$ cat config.mk
export PLATFORM = sky130hd
export DESIGN_NAME = split_flap_stepper_controller
export DESIGN_NICKNAME = d
export VERILOG_FILES = /design/src/hw/rtl/sfsc_pkg.sv /design/src/hw/rtl/sfsc_debounce.sv /design/src/hw/rtl/sfsc_motion.sv /design/src/hw/rtl/split_flap_stepper_controller.sv
export SDC_FILE = /design/constraint.sdc
export NUM_CORES = 1
export LEC_CHECK = 0
export ABC_AREA = 1
export BUFFER_PORTS_ARGS = -buffer_cell sky130_fd_sc_hd__buf_4
export CAP_MARGIN = 25
export CORE_ASPECT_RATIO = 0.9
export CORE_UTILIZATION = 35
export DETAILED_ROUTE_END_ITERATION = 16
export PLACE_DENSITY_LB_ADDON = 0.25
export SLEW_MARGIN = 20
export SYNTH_ARGS = -nofsm -noshare
export SYNTH_HDL_FRONTEND = slang
export SYNTH_SLANG_ARGS = --single-unit
$ cat constraint.sdc
create_clock -name i_clk -period 7.62 [get_ports i_clk]
set_clock_uncertainty 0.2 [all_clocks]
set_input_delay 1.524 -clock i_clk [delete_from_list [all_inputs] [get_ports i_clk]]
set_output_delay 1.524 -clock i_clk [all_outputs]
set_load 0.03 [all_outputs]
$ cat src/hw/rtl/sfsc_pkg.sv
package sfsc_pkg;

    // Wheel geometry: one revolution is 2**POS_W steps, positions wrap by masking.
    localparam int POS_W       = 11;
    localparam int CMD_W       = 3;
    localparam int MODE_W      = 3;
    localparam int STEPS_W     = 13;
    localparam int PERIOD_W    = 20;
    localparam int HOLD_W      = 24;
    localparam int CFG_IDX_W   = 3;
    localparam int CFG_DATA_W  = 24;
    localparam int IN_TDATA_W  = 40;
    localparam int OUT_TDATA_W = 16;

    typedef enum logic [MODE_W-1:0] {
        MODE_OFF    = 3'd0,
        MODE_PAST   = 3'd1,
        MODE_TO     = 3'd2,
        MODE_OFFSET = 3'd3,
        MODE_RUN    = 3'd4,
        MODE_PAUSE  = 3'd5
    } t_mode;

    typedef enum logic [CMD_W-1:0] {
        CMD_TICK  = 3'd0,
        CMD_HOME  = 3'd1,
        CMD_START = 3'd2,
        CMD_STEP  = 3'd3,
        CMD_PAUSE = 3'd4,
        CMD_LOOP  = 3'd5
    } t_cmd;

    typedef enum logic [CFG_IDX_W-1:0] {
        CFG_START_OFFSET   = 3'd0,
        CFG_DEBOUNCE_TIME  = 3'd1,
        CFG_PAUSE_HOLD     = 3'd2,
        CFG_HOMING_PERIOD  = 3'd3,
        CFG_LOOP_REV_OFS   = 3'd4
    } t_cfg_idx;

    typedef struct packed {
        logic [POS_W-1:0]    start_offset;
        logic [PERIOD_W-1:0] debounce_time;
        logic [HOLD_W-1:0]   pause_hold_time;
        logic [PERIOD_W-1:0] homing_step_period;
        logic [POS_W-1:0]    resync_offset;
    } t_cfg;

    localparam logic [PERIOD_W-1:0] DEBOUNCE_TIME_RST  = 20'd5000;
    localparam logic [HOLD_W-1:0]   PAUSE_HOLD_RST     = 24'd1000000;
    localparam logic [PERIOD_W-1:0] HOMING_PERIOD_RST  = 20'd2000;

endpackage

$ cat src/hw/rtl/sfsc_debounce.sv
module sfsc_debounce #(
    parameter int TIME_WIDTH = 32
) (
    input  logic                            i_clk,
    input  logic                            i_rst_n,
    input  logic                            i_advance,
    input  logic [sfsc_pkg::CMD_W-1:0]      i_cmd,
    input  logic                            i_raw,
    input  logic [TIME_WIDTH-1:0]           i_time_tick,
    input  logic [sfsc_pkg::PERIOD_W-1:0]   i_debounce_time,
    output logic                            o_button
);

    logic                  r_stable, n_stable;
    logic                  r_active, n_active;
    logic [TIME_WIDTH-1:0] r_start,  n_start;

    logic [TIME_WIDTH+sfsc_pkg::PERIOD_W-1:0] w_sum;
    logic [TIME_WIDTH-1:0]                    w_deadline;

    // Deadline wraps modulo the time width.
    assign w_sum      = {{sfsc_pkg::PERIOD_W{1'b0}}, r_start}
                      + {{TIME_WIDTH{1'b0}}, i_debounce_time};
    assign w_deadline = w_sum[TIME_WIDTH-1:0];

    always_comb begin
        n_stable = r_stable;
        n_active = r_active;
        n_start  = r_start;
        if (i_cmd == sfsc_pkg::CMD_TICK) begin
            if (r_stable != i_raw) begin
                if (r_active && (w_deadline <= i_time_tick)) begin
                    n_stable = i_raw;
                    n_active = 1'b0;
                end else if (!r_active) begin
                    n_start  = i_time_tick;
                    n_active = 1'b1;
                end
            end
        end else if (i_cmd == sfsc_pkg::CMD_HOME) begin
            n_active = 1'b0;
        end
    end

    always_ff @(posedge i_clk) begin
        if (!i_rst_n) begin
            r_stable <= 1'b0;
            r_active <= 1'b0;
            r_start  <= '0;
        end else if (i_advance) begin
            r_stable <= n_stable;
            r_active <= n_active;
            r_start  <= n_start;
        end
    end

    assign o_button = n_stable;

endmodule

$ cat src/hw/rtl/sfsc_motion.sv
module sfsc_motion #(
    parameter int TIME_WIDTH = 32
) (
    input  logic                            i_clk,
    input  logic                            i_rst_n,
    input  logic                            i_advance,
    input  logic [sfsc_pkg::CMD_W-1:0]      i_cmd,
    input  logic [sfsc_pkg::STEPS_W-1:0]    i_step_count,
    input  logic [sfsc_pkg::PERIOD_W-1:0]   i_run_period,
    input  logic [TIME_WIDTH-1:0]           i_time,
    input  logic [TIME_WIDTH-1:0]           i_time_tick,
    input  logic                            i_button,
    input  sfsc_pkg::t_cfg                  i_cfg,
    output logic [sfsc_pkg::MODE_W-1:0]     o_mode,
    output logic                            o_phase,
    output logic [sfsc_pkg::POS_W-1:0]      o_position
);

    typedef struct packed {
        sfsc_pkg::t_mode                mode;
        logic                           phase;
        logic [sfsc_pkg::POS_W-1:0]     pos;
        logic [sfsc_pkg::POS_W-1:0]     tgt;
        logic                           tv;
        logic                           la;
        logic [TIME_WIDTH-1:0]          nst;
        logic [TIME_WIDTH-1:0]          ps;
    } t_motion;

    t_motion r_st, n_st;
    logic    r_prev, n_prev;

    t_motion w_s1, w_s2, w_run;

    logic [TIME_WIDTH+sfsc_pkg::PERIOD_W-1:0] w_run_ext, w_home_ext;
    logic [TIME_WIDTH-1:0]                    w_run_per, w_home_per;
    logic [TIME_WIDTH+sfsc_pkg::HOLD_W-1:0]   w_hold_sum;
    logic [sfsc_pkg::POS_W-1:0]               w_tgt;
    logic                                     w_idle;

    // One step decision at time t: arrival check, optional extra loop, step when due.
    function automatic t_motion step_on_time(
        input t_motion               s,
        input logic [TIME_WIDTH-1:0] t,
        input logic [TIME_WIDTH-1:0] run_per,
        input logic [TIME_WIDTH-1:0] home_per
    );
        t_motion r;
        logic    check;
        logic    due;
        r     = s;
        check = 1'b1;
        due   = (t >= s.nst);
        if (s.mode != sfsc_pkg::MODE_PAUSE && s.mode != sfsc_pkg::MODE_OFF) begin
            if (s.tv && (s.pos == s.tgt)) begin
                check = 1'b0;
                if (s.la) begin
                    if (due) begin
                        r.la  = 1'b0;
                        check = 1'b1;
                    end
                end else begin
                    r.mode = sfsc_pkg::MODE_PAUSE;
                    r.tv   = 1'b0;
                    r.ps   = t;
                end
            end
            if (check && due) begin
                r.phase = ~s.phase;
                r.pos   = s.pos + sfsc_pkg::POS_W'(1);
                r.nst   = t + ((s.mode == sfsc_pkg::MODE_RUN) ? run_per : home_per);
            end
        end
        return r;
    endfunction

    // Step periods reduced modulo the time width.
    assign w_run_ext  = {{TIME_WIDTH{1'b0}}, i_run_period};
    assign w_home_ext = {{TIME_WIDTH{1'b0}}, i_cfg.homing_step_period};
    assign w_run_per  = w_run_ext[TIME_WIDTH-1:0];
    assign w_home_per = w_home_ext[TIME_WIDTH-1:0];

    assign w_tgt  = r_st.pos + i_step_count[sfsc_pkg::POS_W-1:0];
    assign w_idle = (r_st.mode == sfsc_pkg::MODE_PAUSE) || (r_st.mode == sfsc_pkg::MODE_OFF);

    // Tick path: first step check, then the per-mode action.
    always_comb begin
        w_s1       = step_on_time(r_st, i_time_tick, w_run_per, w_home_per);
        w_s2       = w_s1;
        w_run      = w_s1;
        w_hold_sum = {{sfsc_pkg::HOLD_W{1'b0}}, w_s1.ps}
                   + {{TIME_WIDTH{1'b0}}, i_cfg.pause_hold_time};
        unique case (w_s1.mode)
            sfsc_pkg::MODE_PAST: begin
                if (i_button) begin
                    w_s2 = step_on_time(w_s1, i_time_tick, w_run_per, w_home_per);
                end else begin
                    w_s2.mode = sfsc_pkg::MODE_TO;
                end
            end
            sfsc_pkg::MODE_TO: begin
                if (!i_button) begin
                    w_s2 = step_on_time(w_s1, i_time_tick, w_run_per, w_home_per);
                end else begin
                    w_s2.mode = sfsc_pkg::MODE_OFFSET;
                    w_s2.pos  = '0;
                    w_s2.tgt  = i_cfg.start_offset;
                    w_s2.tv   = 1'b1;
                end
            end
            sfsc_pkg::MODE_OFFSET: begin
                w_s2 = step_on_time(w_s1, i_time_tick, w_run_per, w_home_per);
                if (w_s2.mode == sfsc_pkg::MODE_PAUSE) begin
                    w_s2.pos = '0;
                end
            end
            sfsc_pkg::MODE_RUN: begin
                // rising switch edge: wheel is back at home
                if (i_button && !r_prev) begin
                    w_run.pos = i_cfg.resync_offset - i_cfg.start_offset;
                end
                w_s2 = step_on_time(w_run, i_time_tick, w_run_per, w_home_per);
            end
            sfsc_pkg::MODE_PAUSE: begin
                if (i_time_tick >= w_hold_sum[TIME_WIDTH-1:0]) begin
                    w_s2.mode = sfsc_pkg::MODE_OFF;
                end
            end
            default: begin
            end
        endcase
    end

    always_comb begin
        n_st   = r_st;
        n_prev = r_prev;
        unique case (i_cmd)
            sfsc_pkg::CMD_TICK: begin
                n_st   = w_s2;
                n_prev = i_button;
            end
            sfsc_pkg::CMD_HOME: begin
                n_st.mode = i_button ? sfsc_pkg::MODE_PAST : sfsc_pkg::MODE_TO;
                n_st.nst  = '0;
            end
            sfsc_pkg::CMD_START: begin
                if (w_idle) begin
                    n_st.mode = sfsc_pkg::MODE_RUN;
                    n_st.nst  = '0;
                    n_st.tgt  = w_tgt;
                    n_st.tv   = 1'b1;
                end
            end
            sfsc_pkg::CMD_STEP: begin
                if (w_idle) begin
                    n_st.mode = sfsc_pkg::MODE_RUN;
                end
                n_st.tgt = w_tgt;
                n_st.tv  = 1'b1;
            end
            sfsc_pkg::CMD_PAUSE: begin
                n_st.mode = sfsc_pkg::MODE_PAUSE;
                n_st.tv   = 1'b0;
                n_st.ps   = i_time;
            end
            sfsc_pkg::CMD_LOOP: begin
                n_st.la = 1'b1;
            end
            default: begin
            end
        endcase
    end

    always_ff @(posedge i_clk) begin
        if (!i_rst_n) begin
            r_st.mode  <= sfsc_pkg::MODE_OFF;
            r_st.phase <= 1'b0;
            r_st.pos   <= '0;
            r_st.tgt   <= '0;
            r_st.tv    <= 1'b0;
            r_st.la    <= 1'b0;
            r_st.nst   <= '0;
            r_st.ps    <= '0;
            r_prev     <= 1'b0;
        end else if (i_advance) begin
            r_st   <= n_st;
            r_prev <= n_prev;
        end
    end

    assign o_mode     = n_st.mode;
    assign o_phase    = n_st.phase;
    assign o_position = n_st.pos;

endmodule

$ cat src/hw/rtl/split_flap_stepper_controller.sv
// Channel  | Signals                              | Item contents (lowest bit first)
// ---------+--------------------------------------+-----------------------------------------
// in       | s_axis_tvalid/tready/tdata/tuser     | tuser: cmd[2:0]; tdata: raw_button[0],
//          |                                      |   step_count[13:1], run_step_period[33:14]
// out      | m_axis_tvalid/tready/tdata           | tdata: mode[2:0], step_pin[3],
//          |                                      |   position[14:4], button[15]
// config   | i_cfg_we/i_cfg_idx/i_cfg_wdata       | one register per write, no read-back
//
// Flow: one item per clock sustained while results are taken; an accepted item
//   is held in the input register and its result is then loaded into the result
//   register, where it stays valid until taken.
// All per-item work is one pass of compare/add logic over the motion state, set
//   by the two chained step checks of a tick.
// Reset: synchronous, active low; valid flags, time, debounce and motion state cleared, registers back to defaults.
// Stalls: when the result register is full and not taken, the item in the input
//   register waits and the input side is backpressured; a taken result frees
//   both stages in the same cycle.
module split_flap_stepper_controller #(
    parameter int TIME_WIDTH = 32
) (
    input  logic                                 i_clk,
    input  logic                                 i_rst_n,
    // input items
    input  logic                                 s_axis_tvalid,
    output logic                                 s_axis_tready,
    // raw_button[0], step_count[13:1], run_step_period[33:14], zero pad
    input  logic [sfsc_pkg::IN_TDATA_W-1:0]      s_axis_tdata,
    // cmd[2:0]
    input  logic [sfsc_pkg::CMD_W-1:0]           s_axis_tuser,
    // result items
    output logic                                 m_axis_tvalid,
    input  logic                                 m_axis_tready,
    // mode[2:0], step_pin[3], position[14:4], button[15]
    output logic [sfsc_pkg::OUT_TDATA_W-1:0]     m_axis_tdata,
    // configuration writes
    input  logic                                 i_cfg_we,
    input  logic [sfsc_pkg::CFG_IDX_W-1:0]       i_cfg_idx,
    input  logic [sfsc_pkg::CFG_DATA_W-1:0]      i_cfg_wdata
);

    // Input register
    logic                              r_in_valid;
    logic [sfsc_pkg::CMD_W-1:0]        r_in_cmd;
    logic                              r_in_raw;
    logic [sfsc_pkg::STEPS_W-1:0]      r_in_steps;
    logic [sfsc_pkg::PERIOD_W-1:0]     r_in_period;

    // Result register
    logic                              r_out_valid;
    logic [sfsc_pkg::OUT_TDATA_W-1:0]  r_out_data;

    // Time count, advanced once per tick item
    logic [TIME_WIDTH-1:0]             r_time;
    logic [TIME_WIDTH-1:0]             w_time_tick;

    sfsc_pkg::t_cfg                    r_cfg;

    logic                              w_advance;
    logic                              w_button;
    logic [sfsc_pkg::MODE_W-1:0]       w_mode;
    logic                              w_phase;
    logic [sfsc_pkg::POS_W-1:0]        w_position;

    // The held item is processed whenever the result register can take its result.
    assign w_advance     = r_in_valid && (!r_out_valid || m_axis_tready);
    assign s_axis_tready = !r_in_valid || w_advance;
    assign w_time_tick   = r_time + TIME_WIDTH'(1);

    always_ff @(posedge i_clk) begin
        if (!i_rst_n) begin
            r_in_valid <= 1'b0;
        end else if (s_axis_tready) begin
            r_in_valid <= s_axis_tvalid;
        end
    end

    always_ff @(posedge i_clk) begin
        if (s_axis_tready && s_axis_tvalid) begin
            r_in_cmd    <= s_axis_tuser;
            r_in_raw    <= s_axis_tdata[0];
            r_in_steps  <= s_axis_tdata[13:1];
            r_in_period <= s_axis_tdata[33:14];
        end
    end

    always_ff @(posedge i_clk) begin
        if (!i_rst_n) begin
            r_time <= '0;
        end else if (w_advance && (r_in_cmd == sfsc_pkg::CMD_TICK)) begin
            r_time <= w_time_tick;
        end
    end

    // Configuration registers; writes beyond the list are dropped.
    always_ff @(posedge i_clk) begin
        if (!i_rst_n) begin
            r_cfg.start_offset        <= '0;
            r_cfg.debounce_time       <= sfsc_pkg::DEBOUNCE_TIME_RST;
            r_cfg.pause_hold_time     <= sfsc_pkg::PAUSE_HOLD_RST;
            r_cfg.homing_step_period  <= sfsc_pkg::HOMING_PERIOD_RST;
            r_cfg.resync_offset       <= '0;
        end else if (i_cfg_we) begin
            unique case (i_cfg_idx)
                sfsc_pkg::CFG_START_OFFSET:
                    r_cfg.start_offset <= i_cfg_wdata[sfsc_pkg::POS_W-1:0];
                sfsc_pkg::CFG_DEBOUNCE_TIME:
                    r_cfg.debounce_time <= i_cfg_wdata[sfsc_pkg::PERIOD_W-1:0];
                sfsc_pkg::CFG_PAUSE_HOLD:
                    r_cfg.pause_hold_time <= i_cfg_wdata[sfsc_pkg::HOLD_W-1:0];
                sfsc_pkg::CFG_HOMING_PERIOD:
                    r_cfg.homing_step_period <= i_cfg_wdata[sfsc_pkg::PERIOD_W-1:0];
                sfsc_pkg::CFG_LOOP_REV_OFS:
                    r_cfg.resync_offset <= i_cfg_wdata[sfsc_pkg::POS_W-1:0];
                default: begin
                end
            endcase
        end
    end

    // Switch debounce runs first on a tick; the mode machine sees its new level.
    sfsc_debounce #(
        .TIME_WIDTH (TIME_WIDTH)
    ) u_debounce (
        .i_clk           (i_clk),
        .i_rst_n         (i_rst_n),
        .i_advance       (w_advance),
        .i_cmd           (r_in_cmd),
        .i_raw           (r_in_raw),
        .i_time_tick     (w_time_tick),
        .i_debounce_time (r_cfg.debounce_time),
        .o_button        (w_button)
    );

    sfsc_motion #(
        .TIME_WIDTH (TIME_WIDTH)
    ) u_motion (
        .i_clk        (i_clk),
        .i_rst_n      (i_rst_n),
        .i_advance    (w_advance),
        .i_cmd        (r_in_cmd),
        .i_step_count (r_in_steps),
        .i_run_period (r_in_period),
        .i_time       (r_time),
        .i_time_tick  (w_time_tick),
        .i_button     (w_button),
        .i_cfg        (r_cfg),
        .o_mode       (w_mode),
        .o_phase      (w_phase),
        .o_position   (w_position)
    );

    // Result register: holds the state after the item until taken.
    always_ff @(posedge i_clk) begin
        if (!i_rst_n) begin
            r_out_valid <= 1'b0;
        end else if (w_advance) begin
            r_out_valid <= 1'b1;
        end else if (m_axis_tready) begin
            r_out_valid <= 1'b0;
        end
    end

    always_ff @(posedge i_clk) begin
        if (w_advance) begin
            r_out_data <= {w_button, w_position, w_phase, w_mode};
        end
    end

    assign m_axis_tvalid = r_out_valid;
    assign m_axis_tdata  = r_out_data;

endmodule

==> impl_metrics.tcl <==
set metrics [dict create \
    core_um2 68400 \
    drt-initial-drc-count 1817 \
    antenna_found_initial 1 \
    rows 91 \
    first_pass_iters 6 \
    grt_overflow_total 0 \
    crit_type "flip-flop to flip-flop" \
    finish.utilization_pct 42.3 \
    grt_pass1_wl_um 128000 \
    die_x_um 279 \
    p_sw_mw 1.60 \
    cpPeakStageDelay_ns 0.35 \
    critical_path_required_ns 7.92 \
    cts-root-buf "clkbuf_16" \
    gp_congestion 0.939 \
    tightest_slew_ns 0.981 \
    syn2layout_area_growth_pct 19.7 \
    p_leak_nw 13.5 \
    start_util_pct 35.3 \
    io_buffers 84 \
    die_h_um 251 \
    ys_seq_elements 298 \
    power_mw 4.84 \
    timing.fmax_mhz 141 \
    yosys_warnings 0 \
    diodes 0 \
    status "finished, final reports clean" \
    critPathMaxFanout 13 \
    cts_tree "yes" \
    placed_area_um2 27400 \
    grt_pass1_vias 22318 \
    pwr-share-seq_pct 35.1 \
    layout-drive-gt1-share_pct 13.3 \
    setup_ws_ns 0.529 \
    cts-buffers-inserted 41 \
    yosys-top-cells-area "dfxtp_1 (20%), nand2_1 (13%), ha_1 (12%)" \
    final_antenna_net_count 0 \
    seqCellArea_um2 6480 \
    hold_viol 0 \
    wl_per_cell_um 17.3 \
    placedCellCount 4748 \
    drv_slew 0 \
    h-tree-depth 2 \
    hold_class "flip-flop to flip-flop" \
    synth_edf_count 51 \
    finalNetCount 4180 \
    path_clk_slew_ns 0.06 \
    synth_area_leader_cell "dfxtp_1" \
    postSynth.asyncResetShare_pct 0 \
    power_frac_comb_pct 25.5 \
    start_kind "flip-flop" \
    relSlewSlack_pct 34.6 \
    finalHoldWorstSlack_ns 0.260 \
    n_fill_cell 7145 \
    synth_ff_type "dfxtp_1" \
    swShare_pct 33.1 \
    fin_crit_ns 7.09 \
    yosys.area.top_type_share_pct 20.4 \
    pwr-share-clk_pct 39.4 \
    ys_seq_area_share_pct 26.8 \
    final_cells 4822 \
    crit_buf_inv 10 \
    syn-num-nets 3938 \
    drv_cap 0 \
    clock_latency_ns 0.58 \
    netlist_area_um2 24200 \
    drc_errors 0 \
    ir_worst_vdd_mv 0.120 \
    fp.dieArea_um2 70200 \
    slowest_stage "ha_1" \
    powerDensity_nw_per_um2 167 \
    critPathMostFrequentCell "nand2_1" \
    fin_crit_sh_pct 93.1 \
    fin_setup_tns_ns 0 \
    postLayoutCellArea_um2 29000 \
    wl_um 83300 \
    cts.path.max_buffers 3 \
    critical-path-top-delay-family "simple AND/OR/NAND/NOR gates" \
    setup_viol 0 \
    num_io_pins 93 \
    dp_worst_setup_slack_ns 0.0660 \
    avgSynthCellArea_um2 6.68 \
    grt_max_degree 88 \
    grt_usage_pct 23.4 \
    place_hpwl_um 63700 \
    cts_sinks 298 \
    synthCells 3621 \
    p_int_mw 3.24 \
    worstSetupEndpointType "flip-flop" \
    multi_input_area_um2 15800 \
    viasPerCell 5.11 \
    vias 24654 \
    synth_cell_types 56 \
    worstPathArrival_ns 7.39 \
]
## worst paths after layout
path,from,depth (start not counted),endpoint,slack [ns]
setup / recovery,r_time[0]$_SDFFE_PN0P_,47,u_motion.r_st[63]$_SDFFE_PN0P_,0.53
hold reg to reg,u_motion.r_st[16]$_SDFFE_PN0P_,2,u_motion.r_st[16]$_SDFFE_PN0P_,0.26
hold / removal,u_motion.r_st[16]$_SDFFE_PN0P_,2,u_motion.r_st[16]$_SDFFE_PN0P_,0.26
setup reg to reg,r_time[0]$_SDFFE_PN0P_,47,u_motion.r_st[63]$_SDFFE_PN0P_,0.53
## logic make-up after synthesis
family | share of synthesized area (%)
flip-flops | 26.8
adder cells (fa/ha/maj) | 12.7
AO/OA/AOI/OAI | 20.2
buffers and inverters | 8.92
XOR/XNOR | 6.28
AND/OR/NAND/NOR | 25.1
## area by class of cell
type,instances,share of cell area (%)
Tap cell,930,4.02
Inverter,435,5.65
Multi-Input combinational cell,2761,54.6
Clock buffer,59,4.13
Sequential cell,298,22.4
Clock inverter,13,0.385
Timing Repair Buffer,326,8.85
## registers in the layout (all words and copies together) (netlist names)
register,count
u_motion.r_st,92
r_cfg,86
r_time,32
u_debounce.r_start,32
r_in_period,20
m_axis_tdata,16
r_in_steps,11
r_in_cmd,3
m_axis_tvalid,1
r_in_raw,1
r_in_valid,1
u_debounce.r_active,1
u_debounce.r_stable,1
u_motion.r_prev,1
## Yosys cell counts, types with 5 or more instances
cell type / number
a211oi_1: 24
a21boi_0: 6
a21o_1: 6
a21oi_1: 385
a31oi_1: 14
buf_1: 5
buf_2: 21
clkbuf_1: 98
clkinv_1: 6
dfxtp_1: 247
edfxtp_1: 51
fa_1: 6
ha_1: 236
inv_1: 418
inv_2: 10
nand2_1: 808
nand2_2: 14
nand2_4: 7
nand3_1: 190
nand3_2: 6
nand4_1: 50
nor2_1: 283
nor2_2: 9
nor3_1: 27
nor3_2: 6
nor4_1: 8
o211ai_1: 29
o21a_1: 10
o21ai_0: 369
o21ai_1: 48
or2_2: 11
xnor2_1: 51
xor2_1: 113
## power groups by stage
stage	combinational (mW)	sequential [mW]	clock (mW)
6_report	1.23	1.70	1.91
5_1_grt	1.37	1.70	2.01
4_1_cts	1.20	1.70	1.95
3_5_place_dp	1.20	1.73	0
3_3_place_gp	1.19	1.73	0
2_1_floorplan	0.734	1.73	0
## cell usage in the layout, fill, tap and decap left out, drive strengths merged, types with 4 or more instances in the layout
cell type	count
a211oi	24
a21boi	6
a21o	6
a21oi	385
a221oi	4
a31oi	14
buf	326
clkbuf	59
clkinv	15
dfxtp	247
edfxtp	51
fa	6
ha	236
inv	429
nand2	829
nand3	196
nand3b	4
nand4	50
nor2	295
nor3	33
nor4	10
o211ai	29
o21a	10
o21ai	419
o21bai	4
o221ai	4
o31ai	4
or2	11
xnor2	54
xor2	115
## worst reg2reg max path, delay by kind of cell (launching register included)
family	cells	cell delay [ns]
compound gates	5	0.73
xor+xnor	1	0.16
fa+ha+maj	2	0.66
buf+inv	10	1.45
flops	1	0.33
simple gates	29	3.51
## repair_timing
item / in CTS / in global routing
buffers inserted: 0 / 2
resized for setup: 0 / 69
endpoints found under the setup margin: 0 / 107
hold buffers: 0 / 0
## metal layers
layer	part of all wire (%)	global-route usage (%)	vias to the layer above
met5	0.016	0	-
met4	2.6	7.11	2
met3	8.4	5.00	118
met2	40	33.3	760
met1	49	34.6	11182
li1	-	-	12592
No activity file was read; power rests on OpenSTA's default activity.
